--- config.mk ---
export PLATFORM = sky130hd
export DESIGN_NAME = timer_expiry_queue_flat
export DESIGN_NICKNAME = d
export VERILOG_FILES = /design/src/design/teq_pkg.sv /design/src/design/teq_if.sv /design/src/design/teq_ram.sv /design/src/design/teq_front.sv /design/src/design/teq_back.sv /design/src/design/timer_expiry_queue.sv /design/src/flat_wrapper.sv
export SDC_FILE = /design/constraint.sdc
export NUM_CORES = 2
export LEC_CHECK = 0
export BUFFER_PORTS_ARGS = -buffer_cell sky130_fd_sc_hd__buf_2
export CAP_MARGIN = 10
export CORE_AREA = 2 2 393 434
export DETAILED_ROUTE_END_ITERATION = 10
export DIE_AREA = 0 0 395 436
export GPL_TIMING_DRIVEN = 0
export PLACE_DENSITY_LB_ADDON = 0.05
export SKIP_CTS_REPAIR_TIMING = 1
export SYNTH_ARGS = -nofsm -noshare
export SYNTH_HDL_FRONTEND = slang
export SYNTH_SLANG_ARGS = --single-unit
export TNS_END_PERCENT = 5
--- constraint.sdc ---
create_clock -name clk -period 12.09 [get_ports clk]
set_clock_uncertainty 0.15 [all_clocks]
set_input_delay 2.418 -clock clk [delete_from_list [all_inputs] [get_ports clk]]
set_output_delay 2.418 -clock clk [all_outputs]
set_load 0.02 [all_outputs]
--- src/design/teq_pkg.sv ---
// ---------------------------------------------------------------------------
// Timer expiry queue package
// Shared widths, codes and types for the timer expiry queue.
// ---------------------------------------------------------------------------
package teq_pkg;

  localparam int QueueDepth = 16;
  localparam int TickWidth  = 64;
  localparam int IdxW       = $clog2(QueueDepth);
  localparam int CntW       = $clog2(QueueDepth + 1);
  localparam int SeqW       = 32;
  localparam int TpmW       = 10;
  localparam int IdW        = 8;
  localparam int DurW       = 16;
  localparam int KindW      = 2;
  localparam int PendW      = 5;

  typedef enum logic [KindW-1:0] {
    EV_ACCEPTED = 2'd0,
    EV_REJECTED = 2'd1,
    EV_EXPIRED  = 2'd2
  } event_kind_t;

  localparam logic FUNC_TICK   = 1'b0;
  localparam logic FUNC_INSERT = 1'b1;

  typedef struct packed {
    logic                  func;
    logic [IdW-1:0]        timer_id;
    logic [DurW+TpmW-1:0]  delta;
  } cmd_t;

  typedef struct packed {
    logic [KindW-1:0] event_kind;
    logic [IdW-1:0]   event_id;
    logic [PendW-1:0] pending_count;
  } result_t;

endpackage

--- src/design/teq_if.sv ---
// ---------------------------------------------------------------------------
// Timer expiry queue channel interfaces
// Valid/ready channels for input items and result items.
// ---------------------------------------------------------------------------
interface teq_in_if import teq_pkg::*; (input logic clk);
  logic            valid;
  logic            ready;
  logic            func;
  logic [IdW-1:0]  timer_id;
  logic [DurW-1:0] duration_ms;
  modport source (output valid, func, timer_id, duration_ms, input ready);
  modport sink   (input valid, func, timer_id, duration_ms, output ready);
endinterface

interface teq_out_if import teq_pkg::*; (input logic clk);
  logic             valid;
  logic             ready;
  logic [KindW-1:0] event_kind;
  logic [IdW-1:0]   event_id;
  logic [PendW-1:0] pending_count;
  modport source (output valid, event_kind, event_id, pending_count, input ready);
  modport sink   (input valid, event_kind, event_id, pending_count, output ready);
endinterface

--- src/design/teq_ram.sv ---
// ---------------------------------------------------------------------------
// Generic RAM
// One write port, one read port, registered read data.
// ---------------------------------------------------------------------------
module teq_ram #(
  parameter int Width = 8,
  parameter int Depth = 16
) (
  input  logic                     clk,
  input  logic                     we,
  input  logic [$clog2(Depth)-1:0] waddr,
  input  logic [Width-1:0]         wdata,
  input  logic [$clog2(Depth)-1:0] raddr,
  output logic [Width-1:0]         rdata
);
  logic [Width-1:0] mem [Depth];

  always_ff @(posedge clk) begin
    if (we) begin
      mem[waddr] <= wdata;
    end
    rdata <= mem[raddr];
  end
endmodule

--- src/design/teq_front.sv ---
// ---------------------------------------------------------------------------
// Timer expiry queue front end
// Accepts items and computes the duration in ticks, then queues the command.
// ---------------------------------------------------------------------------
module teq_front import teq_pkg::*; (
  input  logic           clk,
  input  logic           rst_n,
  input  logic [TpmW-1:0] tpm,
  teq_in_if.sink         in_ch,
  output logic           cmd_valid,
  output cmd_t           cmd,
  input  logic           cmd_pop
);
  // Two-entry queue.
  cmd_t       q_r [2];
  logic       rd_r, rd_nxt, wr_r, wr_nxt;
  logic [1:0] cnt_r, cnt_nxt;
  cmd_t       c;
  logic       push;

  assign in_ch.ready = (cnt_r != 2'd2);
  assign push        = in_ch.valid && in_ch.ready;
  assign cmd_valid   = (cnt_r != 2'd0);
  assign cmd         = q_r[rd_r];

  always_comb begin
    c.func     = in_ch.func;
    c.timer_id = in_ch.timer_id;
    c.delta    = (DurW+TpmW)'(in_ch.duration_ms) * (DurW+TpmW)'(tpm);
    rd_nxt  = rd_r ^ cmd_pop;
    wr_nxt  = wr_r ^ push;
    cnt_nxt = cnt_r + {1'b0, push} - {1'b0, cmd_pop};
  end

  always_ff @(posedge clk) begin
    if (!rst_n) begin
      rd_r  <= 1'b0;
      wr_r  <= 1'b0;
      cnt_r <= 2'd0;
    end else begin
      rd_r  <= rd_nxt;
      wr_r  <= wr_nxt;
      cnt_r <= cnt_nxt;
    end
    if (push) begin
      q_r[wr_r] <= c;
    end
  end
endmodule

--- src/design/teq_back.sv ---
// ---------------------------------------------------------------------------
// Timer expiry queue back end
// Holds the tick count and timer store, scans for the earliest timer and
// drives the result register.
// ---------------------------------------------------------------------------
module teq_back import teq_pkg::*; (
  input  logic clk,
  input  logic rst_n,
  input  logic cmd_valid,
  input  cmd_t cmd,
  output logic cmd_pop,
  teq_out_if.source out_ch
);
  typedef enum logic [2:0] {S_IDLE, S_SCAN, S_CHECK, S_MOVE, S_OUT} state_t;

  localparam int EntW = TickWidth + IdW + SeqW;

  state_t              state_r;
  logic [TickWidth-1:0] tick_r;
  logic [SeqW-1:0]     seq_r;
  logic [CntW-1:0]     count_r;
  logic [CntW-1:0]     scan_r;
  logic                rvalid_r;
  logic [IdxW-1:0]     ridx_r;
  logic [IdxW-1:0]     best_r;
  logic [TickWidth-1:0] best_exp_r;
  logic [IdW-1:0]      best_id_r;
  logic [SeqW-1:0]     best_age_r;
  result_t             res_r;
  logic                ovalid_r;

  logic                we;
  logic [IdxW-1:0]     waddr, raddr;
  logic [EntW-1:0]     wdata, rdata;
  logic [TickWidth-1:0] r_exp;
  logic [IdW-1:0]      r_id;
  logic [SeqW-1:0]     r_age;
  logic                better;

  teq_ram #(.Width(EntW), .Depth(QueueDepth)) u_store (
    .clk(clk), .we(we), .waddr(waddr), .wdata(wdata), .raddr(raddr), .rdata(rdata)
  );

  assign r_exp  = rdata[EntW-1 -: TickWidth];
  assign r_id   = rdata[SeqW +: IdW];
  assign r_age  = seq_r - rdata[SeqW-1:0];
  assign better = (r_exp < best_exp_r) || (r_exp == best_exp_r && r_age > best_age_r);

  assign out_ch.valid         = ovalid_r;
  assign out_ch.event_kind    = res_r.event_kind;
  assign out_ch.event_id      = res_r.event_id;
  assign out_ch.pending_count = res_r.pending_count;

  assign cmd_pop = (state_r == S_IDLE) && cmd_valid && !ovalid_r;

  always_comb begin
    we    = 1'b0;
    waddr = count_r[IdxW-1:0];
    wdata = {tick_r + TickWidth'(cmd.delta), cmd.timer_id, seq_r};
    raddr = scan_r[IdxW-1:0];
    if (cmd_pop && cmd.func == FUNC_INSERT && count_r != CntW'(QueueDepth)) begin
      we = 1'b1;
    end
    if (state_r == S_MOVE) begin
      raddr = count_r[IdxW-1:0];
    end
    if (state_r == S_OUT) begin
      we    = (best_r != count_r[IdxW-1:0]);
      waddr = best_r;
      wdata = rdata;
    end
  end

  always_ff @(posedge clk) begin
    if (!rst_n) begin
      state_r  <= S_IDLE;
      tick_r   <= '0;
      seq_r    <= '0;
      count_r  <= '0;
      scan_r   <= '0;
      rvalid_r <= 1'b0;
      ovalid_r <= 1'b0;
    end else begin
      if (ovalid_r && out_ch.ready) begin
        ovalid_r <= 1'b0;
      end
      case (state_r)
        S_IDLE: begin
          if (cmd_pop) begin
            if (cmd.func == FUNC_INSERT) begin
              ovalid_r           <= 1'b1;
              res_r.event_id     <= cmd.timer_id;
              if (count_r == CntW'(QueueDepth)) begin
                res_r.event_kind    <= EV_REJECTED;
                res_r.pending_count <= PendW'(count_r);
              end else begin
                res_r.event_kind    <= EV_ACCEPTED;
                res_r.pending_count <= PendW'(count_r + 1'b1);
                count_r             <= count_r + 1'b1;
                seq_r               <= seq_r + 1'b1;
              end
            end else begin
              tick_r <= tick_r + 1'b1;
              if (count_r != '0) begin
                state_r    <= S_SCAN;
                scan_r     <= '0;
                rvalid_r   <= 1'b0;
                best_exp_r <= '1;
                best_age_r <= '0;
                best_r     <= '0;
              end
            end
          end
        end
        S_SCAN: begin
          rvalid_r <= (scan_r < count_r);
          ridx_r   <= scan_r[IdxW-1:0];
          if (scan_r < count_r) begin
            scan_r <= scan_r + 1'b1;
          end
          if (rvalid_r && (better || ridx_r == '0)) begin
            best_r     <= ridx_r;
            best_exp_r <= r_exp;
            best_id_r  <= r_id;
            best_age_r <= r_age;
          end
          if (rvalid_r && !(scan_r < count_r)) begin
            state_r <= S_CHECK;
          end
        end
        S_CHECK: begin
          if (best_exp_r > tick_r) begin
            state_r <= S_IDLE;
          end else begin
            count_r <= count_r - 1'b1;
            state_r <= S_MOVE;
          end
        end
        S_MOVE: begin
          state_r <= S_OUT;
        end
        S_OUT: begin
          ovalid_r            <= 1'b1;
          res_r.event_kind    <= EV_EXPIRED;
          res_r.event_id      <= best_id_r;
          res_r.pending_count <= PendW'(count_r);
          state_r             <= S_IDLE;
        end
        default: state_r <= S_IDLE;
      endcase
    end
  end
endmodule

--- src/design/timer_expiry_queue.sv ---
// ---------------------------------------------------------------------------
// Timer expiry queue
// Tick counter with a store of pending timers; reports inserts and expiries.
// ---------------------------------------------------------------------------
// Items arrive on the in_ channel: func selects a tick or an insert of a
// timer with timer_id and duration_ms. Each insert gives one result item
// (accepted or rejected when 16 timers are pending); a tick gives a result
// item only when the earliest timer has fallen due. Ties leave in insertion
// order. cfg_we with cfg_wdata sets ticks per millisecond.
// The front end accepts items into a two-entry command queue and computes
// the duration in ticks. The back end handles one item at a time: an insert
// is handled in the idle state; a tick scans the store one entry a cycle
// through its registered read port, then removes the earliest timer if due.
// A result waits in an output register; while the receiver stalls, the back
// end holds and the front queue fills, then in_ready falls.
// Reset clears the tick count, the pending count and sets the multiplier
// to one; stored timers are discarded.
// ---------------------------------------------------------------------------
module timer_expiry_queue import teq_pkg::*; (
  input  logic            clk,
  input  logic            rst_n,
  input  logic            cfg_we,
  input  logic [TpmW-1:0] cfg_wdata,
  teq_in_if.sink          in_ch,
  teq_out_if.source       out_ch
);
  logic [TpmW-1:0] tpm_r;
  logic            cmd_valid, cmd_pop;
  cmd_t            cmd;

  always_ff @(posedge clk) begin
    if (!rst_n) begin
      tpm_r <= TpmW'(1);
    end else if (cfg_we) begin
      tpm_r <= cfg_wdata;
    end
  end

  teq_front u_front (
    .clk(clk), .rst_n(rst_n), .tpm(tpm_r), .in_ch(in_ch),
    .cmd_valid(cmd_valid), .cmd(cmd), .cmd_pop(cmd_pop)
  );

  teq_back u_back (
    .clk(clk), .rst_n(rst_n), .cmd_valid(cmd_valid), .cmd(cmd),
    .cmd_pop(cmd_pop), .out_ch(out_ch)
  );
endmodule

--- src/flat_wrapper.sv ---
// flat-port wrapper written by rule: the top's interface ports become plain ports
module timer_expiry_queue_flat import teq_pkg::*;
  (clk, rst_n, cfg_we, cfg_wdata, in_ch_valid, in_ch_func, in_ch_timer_id, in_ch_duration_ms, in_ch_ready, out_ch_valid, out_ch_event_kind, out_ch_event_id, out_ch_pending_count, out_ch_ready);
  teq_in_if in_ch_i (.clk(clk));
  teq_out_if out_ch_i (.clk(clk));
  input  logic clk;
  input  logic rst_n;
  input  logic cfg_we;
  input  logic [TpmW-1:0] cfg_wdata;
  input wire logic [$bits(in_ch_i.valid)-1:0] in_ch_valid;
  input wire logic [$bits(in_ch_i.func)-1:0] in_ch_func;
  input wire logic [$bits(in_ch_i.timer_id)-1:0] in_ch_timer_id;
  input wire logic [$bits(in_ch_i.duration_ms)-1:0] in_ch_duration_ms;
  output wire logic [$bits(in_ch_i.ready)-1:0] in_ch_ready;
  output wire logic [$bits(out_ch_i.valid)-1:0] out_ch_valid;
  output wire logic [$bits(out_ch_i.event_kind)-1:0] out_ch_event_kind;
  output wire logic [$bits(out_ch_i.event_id)-1:0] out_ch_event_id;
  output wire logic [$bits(out_ch_i.pending_count)-1:0] out_ch_pending_count;
  input wire logic [$bits(out_ch_i.ready)-1:0] out_ch_ready;
  assign in_ch_i.valid = in_ch_valid;
  assign in_ch_i.func = in_ch_func;
  assign in_ch_i.timer_id = in_ch_timer_id;
  assign in_ch_i.duration_ms = in_ch_duration_ms;
  assign in_ch_ready = in_ch_i.ready;
  assign out_ch_valid = out_ch_i.valid;
  assign out_ch_event_kind = out_ch_i.event_kind;
  assign out_ch_event_id = out_ch_i.event_id;
  assign out_ch_pending_count = out_ch_i.pending_count;
  assign out_ch_i.ready = out_ch_ready;
  timer_expiry_queue u_core (.clk(clk), .rst_n(rst_n), .cfg_we(cfg_we), .cfg_wdata(cfg_wdata), .in_ch(in_ch_i), .out_ch(out_ch_i));
endmodule
==> metrics.txt <==
outcome=finished, final reports clean; FF-to-FF End=u_core.u_front.q_r[0][24]; YS warnings=0; Synth Area in Compound Gates=5.331%; Mean Syn Cell Area=15.62 sq um; Worst Path Arrival=8110 ps; Via-to-Cell Ratio=6.054; Die Y=436 um; clk_lat worst skew=860 ps; Seq cells post-synth=2091; WHS=between 200 and 300 ps; Routability Congestion=between 0.8 and 0.9; first-pass GRT wire length=351800 um; DRC Markers=0; PortBufs=40; Synth Area in XOR/XNOR=under 10%; top cells by area, synth=edfxtp_1 61%, mux4_2 10%, dfxtp_1 5.0%; gr ovfl total=0; CTS tree=done; # setup viols final=0; Critical Path RT=around 13000 ps; critical path class=in -> reg; Clock transition at path regs=about 60 ps; Max Slew Vio Count=0; # IOs=57; GRT Total Usage=about 28%; HP Class=reg -> reg; max-cap viol count=0; CP Launch Type=input pin; H-tree Lvls=4; min Tclk post-route=around 7700 ps; Die ar.=~0.17 sq mm; wire per inst=27.50 um; largest net degree at the start of global routing=53; syn_nets=6323; vias in the first global route=53261; CORE AREA=0.1678 sq mm; hold path endpoint=u_core.u_back.best_id_r[7]; final wirelength=239200 um; Inserted Clock Buffers=206; share of cells above drive strength 1=between 15 and 20%; EDFF count, synth=around 1900; Worst slew margin=9.809%; vias after detailed routing=52653; most common cell in the netlist=edfxtp_1; worst-margin pin slew=1353 ps; CP Max Fanout=10; hold path depth=0; number of placement rows=158; post-synthesis mux area share=10.77%; DP Wirelength=161800 um; R2R Setup Slk=5230 ps; final hold vios=0; dominant combinational cell family by area after synthesis=multiplexers; Die Wd=395 um; Commonest cells post-synth=1861 x edfxtp_1, 518 x nand2_1, 416 x mux4_2; Post-synth top flop=edfxtp_1; CTS Root Cell=clkbuf_16; final period utilization=between 60 and 70%; worst r2r path cells=20; Yosys cell types=85; setup TNS=0 ps; Pleak=0.03677 uW; Simple-Gate Fraction of Synth Area=7.152%; initial drt markers=around 5000; detailed-router iteration count before antenna repair=6; Worst R2R Start=u_core.tpm_r[3]; clk sinks=2091; Seq/Total Area, Yosys=about two thirds; Post-Synth Adder-Cell Area=6.404%; DRT antenna net count=0; post-synth top area cell=edfxtp_1; VDD IR max=189.4 uV; hold path start=u_core.u_back.u_store.rdata[39]; CP Capture Type=flop; Nets=6714; cell area power density=172.1 mW/mm^2; Synth async-reset ratio=0%; initial antenna violation count=13; fmax=129.9 MHz; cell count after synthesis=5880; Netlist Area Pre-Place=between 0.09 and 0.1 sq mm; RSZ-0062 raised after global routing=false; CTS max path bufs=3; Starting Density=roughly 55%; area grow syn2layout=13.31%; top cell type's share of synthesized area=between 60% and 70%
[where the power goes]
part	switching, uW	internal, uW	total, uW
Combinational	1670	989	2660
Sequential	172	8580	8760
Clock	2730	3760	6490
Total	4580	13300	17900
[cells by family (layout without fill, tap and decap cells)]
family	count (synthesis)	count (layout)
flip-flops	2091	2091
AND/OR/NAND/NOR	1340	1340
AO/OA/AOI/OAI	766	766
buffers and inverters	621	1194
multiplexers	465	465
adder cells (fa/ha/maj)	403	403
XOR/XNOR	194	194
other	0	4
[state kept, by name, indices dropped and copies added (netlist names), 2 cells and up, named ones only]
| register | count |
|---|---|
| u_core.u_back.seq_r | 32 |
| u_core.u_back.tick_r | 64 |
| u_core.tpm_r | 10 |
| u_core.u_back.ridx_r | 4 |
| u_core.u_back.u_store.mem | 1664 |
| u_core.u_front.cnt_r | 2 |
| u_core.u_back.out_ch.event_kind | 2 |
| u_core.u_back.state_r | 3 |
| u_core.u_back.best_exp_r | 64 |
| u_core.u_back.count_r | 5 |
| u_core.u_back.u_store.rdata | 104 |
| u_core.u_back.out_ch.event_id | 8 |
| u_core.u_front.q_r | 70 |
| u_core.u_back.scan_r | 5 |
| u_core.u_back.best_r | 4 |
| u_core.u_back.best_id_r | 8 |
| u_core.u_back.out_ch.pending_count | 5 |
| u_core.u_back.best_age_r | 32 |
[worst max-delay path, stage by stage]
cell,delay [ps]
clkbuf_1,400
nand2_1,170
fa_1,560
inv_1,60
fa_1,540
inv_1,60
fa_1,530
inv_1,60
fa_1,550
inv_1,60
fa_1,530
inv_1,40
ha_1,240
or4_1,440
o21ai_0,310
o21ai_0,280
a221o_1,380
o41ai_1,320
xnor2_1,170
[per-layer routing]
layer,track usage [%],vias to the layer above,share of wire (%)
met5,0,-,0.024
met4,7.960,8,2.8
met3,3.997,347,6.4
met2,45.84,1794,49
met1,39.35,27355,42
li1,-,23149,-
[metrics by stage]
| stage | utilization [%] | instance area, sq um | setup WS, ps | power [uW] | instances |
|---|---|---|---|---|---|
| detailed placement | 57.89 | 97160 | 3524 | 11540 | 8298 |
| global placement | 56.52 | 94870 | -1928 | 11460 | 8160 |
| CTS | 61.99 | 104000 | 4403 | 17990 | 8688 |
| finish | 62.02 | 104100 | 4394 | 17910 | 8697 |
| floorplan | - | 91860 | 4264 | 10590 | 5880 |
| global route | 62.01 | 104100 | 3933 | 18560 | 8694 |
[cell usage in the layout (no fill, tap or decap), drive strengths merged, types with 6 or more instances in the layout]
cell type,Yosys,final
o21bai,8,8
ha,291,291
o21ai,165,165
xor2,40,40
o211ai,12,12
mux4,416,416
mux2i,24,24
buf,78,261
nand2,518,518
a21oi,159,159
nor2b,17,17
dfxtp,230,230
and4,7,7
inv,347,356
nand4,60,60
and3,19,19
a21o,84,84
xnor2,154,154
a211oi,118,118
or3,37,37
nand2b,76,76
clkbuf,194,482
nor2,221,221
a211o,6,6
and2,221,221
mux2,25,25
bufinv,0,20
edfxtp,1861,1861
clkinv,2,71
o21a,34,34
nand3,71,71
a31oi,124,124
fa,112,112
nor3,42,42
nor4,23,23
[worst max path at each step]
stage	startpoint	end	slack, ps	cells past startpoint
after CTS	in_ch_duration_ms[4]	u_core.u_front.q_r[0][24]	4400	19
after global placement	u_core.u_back.state_r[2]	u_core.u_back.u_store.mem[14][33]	-1930	7
after detailed placement	in_ch_duration_ms[4]	u_core.u_front.q_r[0][24]	3520	19
after global routing	in_ch_duration_ms[4]	u_core.u_front.q_r[0][24]	3930	19
after floorplan	in_ch_duration_ms[3]	u_core.u_front.q_r[0][24]	4260	18
final	in_ch_duration_ms[4]	u_core.u_front.q_r[0][24]	4390	19
[area by class of cell]
cell class	count	area [sq um]
inverter	349	1310
clock buffer	288	5767
buffer	272	1132
timing repair buffer	183	2364
tap	2240	2803
clock inverter	102	1107
fill	12434	63750
sequential	2091	60490
antenna	4	10.01
multi-input combinational	3168	29110
(Power assumes the default switching activity.)
